===== src/sv/npe_pkg.sv =====
`default_nettype none
// ----------------------------------------------------------------------------
// npe_pkg
// Shared types for the next-permutation engine: controller states, datapath
// operation codes and the status bundle returned by the datapath.
// ----------------------------------------------------------------------------
package npe_pkg;

  localparam int unsigned DATA_W = 32;

  typedef enum logic [3:0] {
    ST_IDLE,
    ST_PREP,
    ST_SCAN_LOAD,
    ST_SCAN_CMP,
    ST_FIND_CMP,
    ST_SWAP_WR,
    ST_REV_CHK,
    ST_REV_HI,
    ST_REV_WR_LO,
    ST_REV_WR_HI,
    ST_EMIT_RD,
    ST_EMIT_OUT
  } npe_state_t;

  typedef enum logic [4:0] {
    OP_NONE,
    OP_LOAD,
    OP_PREP_ONE,
    OP_PREP_SCAN,
    OP_SCAN_LOAD,
    OP_SCAN_STEP,
    OP_PIV_HIT,
    OP_NO_PIV,
    OP_FIND_STEP,
    OP_FIND_HIT,
    OP_SWAP_WR,
    OP_REV_LO,
    OP_REV_HI,
    OP_REV_WR_LO,
    OP_REV_WR_HI,
    OP_EMIT_INIT,
    OP_EMIT_RD,
    OP_EMIT_STEP,
    OP_EMIT_END
  } npe_op_t;

  typedef struct packed {
    logic n_small;   // fewer than two elements stored
    logic rd_lt_prev; // read element below its right neighbour
    logic hold_lt_rd; // pivot value below read element
    logic a_zero;    // scan pointer at the first element
    logic lo_lt_hi;  // reversal pointers not yet crossed
    logic at_last;   // emit pointer on the final element
  } npe_stat_t;

endpackage : npe_pkg
`default_nettype wire


===== src/sv/npe_ctrl.sv =====
`default_nettype none
// ----------------------------------------------------------------------------
// npe_ctrl
// Sequencer for the engine: load, pivot scan, successor search, swap,
// suffix reversal and emission, issued to the datapath as one op per cycle.
// ----------------------------------------------------------------------------
module npe_ctrl (
  input  wire logic              clk,
  input  wire logic              rst_n,
  input  wire logic              start,
  input  wire logic              in_last,
  input  wire npe_pkg::npe_stat_t stat,
  output npe_pkg::npe_op_t       op,
  output logic                   busy,
  output logic                   out_valid
);

  npe_pkg::npe_state_t state_r, state_nxt;

  always_ff @(posedge clk) begin
    if (!rst_n) begin
      state_r <= npe_pkg::ST_IDLE;
    end else begin
      state_r <= state_nxt;
    end
  end

  always_comb begin
    state_nxt = state_r;
    op        = npe_pkg::OP_NONE;
    busy      = 1'b1;
    out_valid = 1'b0;
    unique case (state_r)
      npe_pkg::ST_IDLE: begin
        busy = 1'b0;
        if (start) begin
          op = npe_pkg::OP_LOAD;
          if (in_last) begin
            state_nxt = npe_pkg::ST_PREP;
          end
        end
      end
      npe_pkg::ST_PREP: begin
        if (stat.n_small) begin
          op        = npe_pkg::OP_PREP_ONE;
          state_nxt = npe_pkg::ST_EMIT_RD;
        end else begin
          op        = npe_pkg::OP_PREP_SCAN;
          state_nxt = npe_pkg::ST_SCAN_LOAD;
        end
      end
      npe_pkg::ST_SCAN_LOAD: begin
        op        = npe_pkg::OP_SCAN_LOAD;
        state_nxt = npe_pkg::ST_SCAN_CMP;
      end
      npe_pkg::ST_SCAN_CMP: begin
        if (stat.rd_lt_prev) begin
          op        = npe_pkg::OP_PIV_HIT;
          state_nxt = npe_pkg::ST_FIND_CMP;
        end else if (stat.a_zero) begin
          op        = npe_pkg::OP_NO_PIV;
          state_nxt = npe_pkg::ST_REV_CHK;
        end else begin
          op = npe_pkg::OP_SCAN_STEP;
        end
      end
      npe_pkg::ST_FIND_CMP: begin
        if (stat.hold_lt_rd) begin
          op        = npe_pkg::OP_FIND_HIT;
          state_nxt = npe_pkg::ST_SWAP_WR;
        end else begin
          op = npe_pkg::OP_FIND_STEP;
        end
      end
      npe_pkg::ST_SWAP_WR: begin
        op        = npe_pkg::OP_SWAP_WR;
        state_nxt = npe_pkg::ST_REV_CHK;
      end
      npe_pkg::ST_REV_CHK: begin
        if (stat.lo_lt_hi) begin
          op        = npe_pkg::OP_REV_LO;
          state_nxt = npe_pkg::ST_REV_HI;
        end else begin
          op        = npe_pkg::OP_EMIT_INIT;
          state_nxt = npe_pkg::ST_EMIT_RD;
        end
      end
      npe_pkg::ST_REV_HI: begin
        op        = npe_pkg::OP_REV_HI;
        state_nxt = npe_pkg::ST_REV_WR_LO;
      end
      npe_pkg::ST_REV_WR_LO: begin
        op        = npe_pkg::OP_REV_WR_LO;
        state_nxt = npe_pkg::ST_REV_WR_HI;
      end
      npe_pkg::ST_REV_WR_HI: begin
        op        = npe_pkg::OP_REV_WR_HI;
        state_nxt = npe_pkg::ST_REV_CHK;
      end
      npe_pkg::ST_EMIT_RD: begin
        op        = npe_pkg::OP_EMIT_RD;
        state_nxt = npe_pkg::ST_EMIT_OUT;
      end
      npe_pkg::ST_EMIT_OUT: begin
        out_valid = 1'b1;
        if (stat.at_last) begin
          op        = npe_pkg::OP_EMIT_END;
          state_nxt = npe_pkg::ST_IDLE;
        end else begin
          op = npe_pkg::OP_EMIT_STEP;
        end
      end
      default: begin
        state_nxt = npe_pkg::ST_IDLE;
      end
    endcase
  end

endmodule : npe_ctrl
`default_nettype wire


===== src/sv/npe_dp.sv =====
`default_nettype none
// ----------------------------------------------------------------------------
// npe_dp
// Element store, pointers and comparators. Executes one op per cycle; the
// store has one write and one registered read port.
// ----------------------------------------------------------------------------
module npe_dp #(
  parameter int unsigned MAX_LEN = 16
) (
  input  wire logic                        clk,
  input  wire logic                        rst_n,
  input  wire npe_pkg::npe_op_t            op,
  input  wire logic signed [npe_pkg::DATA_W-1:0] in_value,
  output npe_pkg::npe_stat_t               stat,
  output logic signed [npe_pkg::DATA_W-1:0] out_value_res,
  output logic                             out_last_res,
  output logic                             out_wrapped,
  output logic                             out_too_long
);

  localparam int unsigned AW = (MAX_LEN > 1) ? $clog2(MAX_LEN) : 1;
  localparam int unsigned CW = $clog2(MAX_LEN + 1);

  logic signed [npe_pkg::DATA_W-1:0] mem [MAX_LEN];

  logic [CW-1:0] cnt_r, cnt_nxt;
  logic          ovf_r, ovf_nxt;
  logic          wrap_r, wrap_nxt;
  logic [AW-1:0] a_r, a_nxt;
  logic [AW-1:0] b_r, b_nxt;
  logic [AW-1:0] piv_r, piv_nxt;
  logic signed [npe_pkg::DATA_W-1:0] hold_r, hold_nxt;
  logic signed [npe_pkg::DATA_W-1:0] prev_r, prev_nxt;
  logic signed [npe_pkg::DATA_W-1:0] rd_r;

  logic [CW-1:0] cnt_m1, cnt_m2;
  logic [AW-1:0] last_idx;
  logic [AW-1:0] raddr;
  logic [AW-1:0] waddr;
  logic signed [npe_pkg::DATA_W-1:0] wdata;
  logic          we;

  assign cnt_m1   = cnt_r - CW'(1);
  assign cnt_m2   = cnt_r - CW'(2);
  assign last_idx = cnt_m1[AW-1:0];

  always_ff @(posedge clk) begin
    if (we) begin
      mem[waddr] <= wdata;
    end
    rd_r <= mem[raddr];
  end

  always_ff @(posedge clk) begin
    if (!rst_n) begin
      cnt_r <= '0;
      ovf_r <= 1'b0;
    end else begin
      cnt_r <= cnt_nxt;
      ovf_r <= ovf_nxt;
    end
  end

  always_ff @(posedge clk) begin
    wrap_r <= wrap_nxt;
    a_r    <= a_nxt;
    b_r    <= b_nxt;
    piv_r  <= piv_nxt;
    hold_r <= hold_nxt;
    prev_r <= prev_nxt;
  end

  always_comb begin
    cnt_nxt  = cnt_r;
    ovf_nxt  = ovf_r;
    wrap_nxt = wrap_r;
    a_nxt    = a_r;
    b_nxt    = b_r;
    piv_nxt  = piv_r;
    hold_nxt = hold_r;
    prev_nxt = prev_r;
    raddr    = a_r;
    waddr    = a_r;
    wdata    = rd_r;
    we       = 1'b0;
    unique case (op)
      npe_pkg::OP_NONE: begin
      end
      npe_pkg::OP_LOAD: begin
        if (cnt_r < CW'(MAX_LEN)) begin
          we      = 1'b1;
          waddr   = cnt_r[AW-1:0];
          wdata   = in_value;
          cnt_nxt = cnt_r + CW'(1);
        end else begin
          ovf_nxt = 1'b1;
        end
      end
      npe_pkg::OP_PREP_ONE: begin
        wrap_nxt = 1'b1;
        a_nxt    = '0;
      end
      npe_pkg::OP_PREP_SCAN: begin
        raddr = last_idx;
        a_nxt = cnt_m2[AW-1:0];
      end
      npe_pkg::OP_SCAN_LOAD: begin
        prev_nxt = rd_r;
        raddr    = a_r;
      end
      npe_pkg::OP_SCAN_STEP: begin
        prev_nxt = rd_r;
        a_nxt    = a_r - AW'(1);
        raddr    = a_r - AW'(1);
      end
      npe_pkg::OP_PIV_HIT: begin
        piv_nxt  = a_r;
        hold_nxt = rd_r;
        b_nxt    = last_idx;
        raddr    = last_idx;
      end
      npe_pkg::OP_NO_PIV: begin
        wrap_nxt = 1'b1;
        a_nxt    = '0;
        b_nxt    = last_idx;
      end
      npe_pkg::OP_FIND_STEP: begin
        b_nxt = b_r - AW'(1);
        raddr = b_r - AW'(1);
      end
      npe_pkg::OP_FIND_HIT: begin
        // successor takes the pivot value; pivot slot written next cycle
        we       = 1'b1;
        waddr    = b_r;
        wdata    = hold_r;
        prev_nxt = rd_r;
      end
      npe_pkg::OP_SWAP_WR: begin
        we       = 1'b1;
        waddr    = piv_r;
        wdata    = prev_r;
        a_nxt    = piv_r + AW'(1);
        b_nxt    = last_idx;
        wrap_nxt = 1'b0;
      end
      npe_pkg::OP_REV_LO: begin
        raddr = a_r;
      end
      npe_pkg::OP_REV_HI: begin
        hold_nxt = rd_r;
        raddr    = b_r;
      end
      npe_pkg::OP_REV_WR_LO: begin
        we    = 1'b1;
        waddr = a_r;
        wdata = rd_r;
      end
      npe_pkg::OP_REV_WR_HI: begin
        we    = 1'b1;
        waddr = b_r;
        wdata = hold_r;
        a_nxt = a_r + AW'(1);
        b_nxt = b_r - AW'(1);
      end
      npe_pkg::OP_EMIT_INIT: begin
        a_nxt = '0;
      end
      npe_pkg::OP_EMIT_RD: begin
        raddr = a_r;
      end
      npe_pkg::OP_EMIT_STEP: begin
        a_nxt = a_r + AW'(1);
        raddr = a_r + AW'(1);
      end
      npe_pkg::OP_EMIT_END: begin
        cnt_nxt = '0;
        ovf_nxt = 1'b0;
      end
      default: begin
      end
    endcase
  end

  always_comb begin
    stat.n_small    = (cnt_r <= CW'(1));
    stat.rd_lt_prev = (rd_r < prev_r);
    stat.hold_lt_rd = (hold_r < rd_r);
    stat.a_zero     = (a_r == '0);
    stat.lo_lt_hi   = (a_r < b_r);
    stat.at_last    = (a_r == last_idx);
  end

  assign out_value_res = rd_r;
  assign out_last_res  = stat.at_last;
  assign out_wrapped   = wrap_r;
  assign out_too_long  = ovf_r;

endmodule : npe_dp
`default_nettype wire


===== src/sv/next_permutation_engine_top.sv =====
`default_nettype none
// ----------------------------------------------------------------------------
// next_permutation_engine_top
// Streams in a sequence of signed words and streams out its next
// lexicographic permutation, or the ascending order when none is greater.
// ----------------------------------------------------------------------------
// Usage: pulse start with in_value/in_last while busy is low; each such cycle
// moves one beat. Up to MAX_LEN elements are kept; later ones are dropped and
// out_too_long is raised on every result beat. The beat with in_last set starts
// the rearrangement, during which busy stays high. It runs a pivot scan, then,
// when a pivot is found, a successor search, whose final step writes the first
// half of the swap, and the swap itself; then the suffix reversal, pair by pair
// with a closing check, and last the emission. The element store has a single
// read port. Results leave as consecutive beats, one per stored element, marked
// by out_valid; the receiver has no back-pressure, so it must take every beat in
// the cycle it appears. out_last_res marks the final one, and out_wrapped tells
// that the output is the ascending order. busy drops in the cycle after the
// last beat.
// ----------------------------------------------------------------------------
module next_permutation_engine_top #(
  parameter int unsigned MAX_LEN = 16
) (
  input  wire logic                              clk,
  input  wire logic                              rst_n,
  input  wire logic                              start,
  output logic                                   busy,
  input  wire logic signed [npe_pkg::DATA_W-1:0] in_value,
  input  wire logic                              in_last,
  output logic                                   out_valid,
  output logic signed [npe_pkg::DATA_W-1:0]      out_value_res,
  output logic                                   out_last_res,
  output logic                                   out_wrapped,
  output logic                                   out_too_long
);

  npe_pkg::npe_op_t   op;
  npe_pkg::npe_stat_t stat;

  // sequencer: one datapath op per cycle
  npe_ctrl u_ctrl (
    .clk       (clk),
    .rst_n     (rst_n),
    .start     (start),
    .in_last   (in_last),
    .stat      (stat),
    .op        (op),
    .busy      (busy),
    .out_valid (out_valid)
  );

  // store, pointers and comparators
  npe_dp #(
    .MAX_LEN (MAX_LEN)
  ) u_dp (
    .clk           (clk),
    .rst_n         (rst_n),
    .op            (op),
    .in_value      (in_value),
    .stat          (stat),
    .out_value_res (out_value_res),
    .out_last_res  (out_last_res),
    .out_wrapped   (out_wrapped),
    .out_too_long  (out_too_long)
  );

endmodule : next_permutation_engine_top
`default_nettype wire


===== config.mk =====
export PLATFORM = sky130hd
export DESIGN_NAME = next_permutation_engine_top
export DESIGN_NICKNAME = d
export VERILOG_FILES = /design/src/sv/npe_pkg.sv /design/src/sv/npe_ctrl.sv /design/src/sv/npe_dp.sv /design/src/sv/next_permutation_engine_top.sv
export SDC_FILE = /design/constraint.sdc
export NUM_CORES = 1
export LEC_CHECK = 0
export BUFFER_PORTS_ARGS = -buffer_cell sky130_fd_sc_hd__buf_2
export CAP_MARGIN = 20
export CORE_AREA = 5 5 249 251
export CTS_BUF_LIST = sky130_fd_sc_hd__clkbuf_4 sky130_fd_sc_hd__clkbuf_8
export CTS_CLUSTER_DIAMETER = 60
export CTS_CLUSTER_SIZE = 20
export DETAILED_ROUTE_END_ITERATION = 7
export DIE_AREA = 0 0 254 256
export GPL_TIMING_DRIVEN = 0
export SYNTH_ARGS = -nofsm -noshare
export SYNTH_HDL_FRONTEND = slang
export SYNTH_SLANG_ARGS = --single-unit

===== constraint.sdc =====
create_clock -name clk -period 6.15 [get_ports clk]
set_input_delay 0.3075 -clock clk [delete_from_list [all_inputs] [get_ports clk]]
set_output_delay 0.3075 -clock clk [all_outputs]
set_load 0.05 [all_outputs]

==> run_results.csv <==
group,metric,value,unit
outcome,outcome,"finished clean",
setup_path,path_max_fanout,10,
cts,clock_tree.root_cell,"clkbuf_8",
detailed_routing,first_iter_violations,1425,
sta,clock_skew,0.0266,ns
sta,timing.final.crit_period,5.89,ns
sta,min_period_over_period,95.8,%
layout,seqCellArea,18500,sq um
global_route,antenna_found_initial,1,
sta,relSlewSlack,36.9,%
detailed_routing,vias_per_cell,5.75,
synth,async_reset_ff_share,0,%
detailed_routing,route.antenna.remaining_nets,0,
detailed_routing,dr_total_vias,15400,
synth,seq_area_frac_synth,70.1,%
setup_path,max_stage_delay,0.59,ns
synth,synth_edf_count,589,
setup_path,crit_family,"compound AO/OA/AOI/OAI gates",
global_route,grt_usage,20.8,%
pwr,pwr-share-clk,13.8,%
setup_path,criticalPathCategory,"reg -> reg",
detailed_routing,firstDrtPassIters,6,
setup_path,worstSetupPathDepth,16,
sta,max_freq,0.170,GHz
placement,dp.cells,2581,
detailed_routing,totalWireLength,68800,um
synth,synth_area,26400,sq um
sta,hold_viol_final,0,
placement,portBuffers,72,
layout,layoutNonFillerInstCount,2680,
layout,utilization,49.6,%
setup_path,cp_data_required_time,6.68,ns
hold_path,hold_path_class,"in -> reg",
setup_path,critical_path.endpoint,"u_dp.out_value_res[24]",
cts,cts.sinks,631,
setup_path,rrSetupSlack,0.26,ns
placement,gp_congestion,0.915,
sta,tns,0,ns
sta,setup_violations,0,
setup_path,r2r_end,"u_dp.out_value_res[24]",
synth,yosys_warnings,0,
setup_path,cp-start-kind,"flop",
synth,synth_flop_cell,"edfxtp_1",
cts,worst_skew_pair.late_latency,0.67,ns
layout,drive_above_1_share,13.9,%
pwr,switching_power,7260,uW
setup_path,rr_worst_depth,16,
placement,hpwl,48200,um
sta,maxSlewViolCount,0,
setup_path,cp_num_buf_inv,2,
floorplan,io_pins,73,
floorplan,num_rows,90,
detailed_routing,wl_per_cell,25.7,um
setup_path,crit_start,"u_dp.out_value_res[11]",
setup_path,cp.arrival,6.42,ns
floorplan,start_util,44.3,%
synth,synthCells,1710,
sta,grt_setup_unrepaired,"no",
placement,pre_cts_ws,-0.381,ns
floorplan,core-area,59700,sq um
job,drv_cap,0,
detailed_routing,drcViolationCount,0,
pwr,p_leak,0.0110,uW
setup_path,cp_cell_sequence,"inv_1 > ha_1 > a21oi_1 > o21ai_0 > a221o_1 > o211ai_1 > a41oi_1 > or4_1 > a21oi_2 > mux2_1 > a21oi_2 > nor2_1 > nand2_1 > clkbuf_1 > o221ai_1 > or3_1",
cts,cts_made_buffers,45,
floorplan,die_h,256,um
setup_path,critPathMostFrequentCell,"a21oi_2",
pwr,switching_share,42.2,%
global_route,gr-total-overflow,0,
synth,synth.distinct_cells,67,
cts,cts_tree,"done",
synth,ys_ff_latch,631,
cts,cts_max_level,2,
pwr,irDropWorstVdd,0.000280,V
floorplan,dieArea,65000,sq um
global_route,grt_pass1_vias,15600,
layout,n_fill_cell,5016,
cts,clk_pin_slew,0.11,ns
global_route,grt_pass1_wl,102000,um
pwr,p_per_area,581,nW/um^2
sta,worst_pin_slew,0.943,ns
synth,syn_area_per_cell,15.5,sq um
pwr,seqPwrFrac,40.0,%
pwr,p_comb_share,46.2,%
synth,synth_nets,1821,
pwr,p_int,9940,uW
sta,setup_ws,0.258,ns
layout,final_nets,1973,
setup_path,critPathCaptureType,"flop",
cts,cts_max_path_buffers,3,
layout,area_delta_synth_final,12.0,%
setup_path,critPathSlowestCell,"dfxtp_1",
setup_path,r2r-start,"u_dp.out_value_res[11]",
floorplan,die_width,254,um
global_route,grt_max_degree,33,
layout,multi_input_area,7380,sq um
==> power groups by stage <==
stage          Combinational [uW]  Clock [uW]  Sequential [uW]
3_3_place_gp                 7510           0             7000
6_report                     7940        2380             6880
4_1_cts                      7950        2440             6880
3_5_place_dp                 7860           0             6980
2_1_floorplan                4810           0             7140
5_1_grt                      8590        2590             6960
==> flip-flops by register name, indices dropped and copies added (netlist names) <==
| signal | cells |
|---|---|
| u_ctrl.state_r | 4 |
| u_dp.a_r | 4 |
| u_dp.b_r | 4 |
| u_dp.cnt_r | 5 |
| u_dp.hold_r | 32 |
| u_dp.mem | 512 |
| u_dp.out_too_long | 1 |
| u_dp.out_value_res | 32 |
| u_dp.out_wrapped | 1 |
| u_dp.piv_r | 4 |
| u_dp.prev_r | 32 |
==> layer usage <==
layer | GRT usage [%] | wire (um) | vias up
li1 | - | - | 6990
met1 | 27.7 | 28800 | 7846
met2 | 35.8 | 34600 | 470
met3 | 2.91 | 3610 | 101
met4 | 5.61 | 1800 | 0
met5 | 0 | 0 | -
==> worst min path at each step <==
stage / startpoint / end / slack, ns / depth (start not counted)
2_1_floorplan: rst_n / u_ctrl.state_r[0] / 0.44 / 1
3_3_place_gp: u_dp.a_r[0] / u_dp.piv_r[0] / 0.46 / 0
3_5_place_dp: u_dp.a_r[0] / u_dp.piv_r[0] / 0.47 / 0
4_1_cts: start / u_dp.out_too_long / 0.04 / 3
5_1_grt: start / u_dp.out_too_long / 0.1 / 3
6_report: start / u_dp.out_too_long / 0.08 / 3
==> cells in the mapped netlist, types with 6 or more instances <==
cell type | n | area, sq um
mux2i_1 | 266 | 2660
buf_1 | 10 | 37.5
edfxtp_1 | 589 | 17700
nand2b_1 | 9 | 56.3
nand2_1 | 115 | 432
o22a_1 | 31 | 272
xnor2_1 | 14 | 123
nand3_1 | 12 | 60.1
buf_2 | 28 | 140
a221oi_1 | 6 | 52.6
nor3_1 | 7 | 35.0
a21oi_1 | 40 | 200
ha_1 | 75 | 938
and3_1 | 6 | 37.5
or3_1 | 33 | 206
o22ai_1 | 67 | 419
a222oi_1 | 34 | 340
o221ai_1 | 34 | 298
nor2_1 | 47 | 176
o21ai_0 | 26 | 130
dfxtp_1 | 42 | 841
buf_4 | 6 | 45.0
clkbuf_1 | 36 | 135
inv_1 | 81 | 304
==> cells by family (layout without fill, tap and decap cells) <==
group                      count (synthesis)  count (layout)  share of synthesized area (%)
other                                      0               1                              0
and+or+nand+nor                          265             265                           4.78
xor gates and xnor gates                  18              18                          0.596
buffers and inverters                    163             350                           2.59
adders and majority gates                 75              75                           3.55
AOI/OAI and AO/OA                        288             288                           8.15
muxes                                    270             270                           10.2
DFF                                      631             631                           70.1
==> tightest hold or removal path, stage by stage <==
cell and delay [ns]:
buf_2 0.13, nand2_1 0.17, o22ai_1 0.09
==> layout make-up <==
cell class | count | share of cell area (%)
sequential | 631 | 62.6
multi-input combinational | 916 | 24.9
timing repair buffer | 105 | 3.50
tap | 782 | 3.30
clock buffer | 62 | 2.54
buffer | 82 | 1.30
inverter | 81 | 1.03
clock inverter | 20 | 0.841
antenna | 1 | 0.00845
==> stage by stage <==
| stage | hold slack [ns] | instance area, sq um | power [uW] |
|---|---|---|---|
| 2_1_floorplan | 0.436 | 26400 | 12000 |
| 3_3_place_gp | 0.458 | 27800 | 14500 |
| 3_5_place_dp | 0.469 | 28300 | 14800 |
| 4_1_cts | 0.0414 | 29600 | 17300 |
| 5_1_grt | 0.0951 | 29600 | 18100 |
| 6_report | 0.0836 | 29600 | 17200 |
==> cells in the final DEF (no fill, tap or decap), types with 10 or more instances in the layout <==
cell      instances
a21oi_1          39
a222oi_1         34
buf_1            10
buf_12           20
buf_2           100
clkbuf_1         33
clkbuf_4         16
clkbuf_8         46
dfxtp_1          42
edfxtp_1        589
ha_1             75
inv_1            81
mux2i_1         265
nand2_1         114
nand3_1          12
nor2_1           31
nor2_4           16
o21ai_0          26
o221ai_1         34
o22a_1           31
o22ai_1          67
or3_1            33
xnor2_1          14
==> repair_timing <==
action / in CTS / in global routing
setup endpoints to repair: 289 / 447
hold buffers: 1 / 0
setup buffers: 15 / 0
endpoints found under the hold margin: 5 / 0
gates resized for setup: 2 / 10
pin swaps: 10 / 0
(Power assumes the default switching activity.)
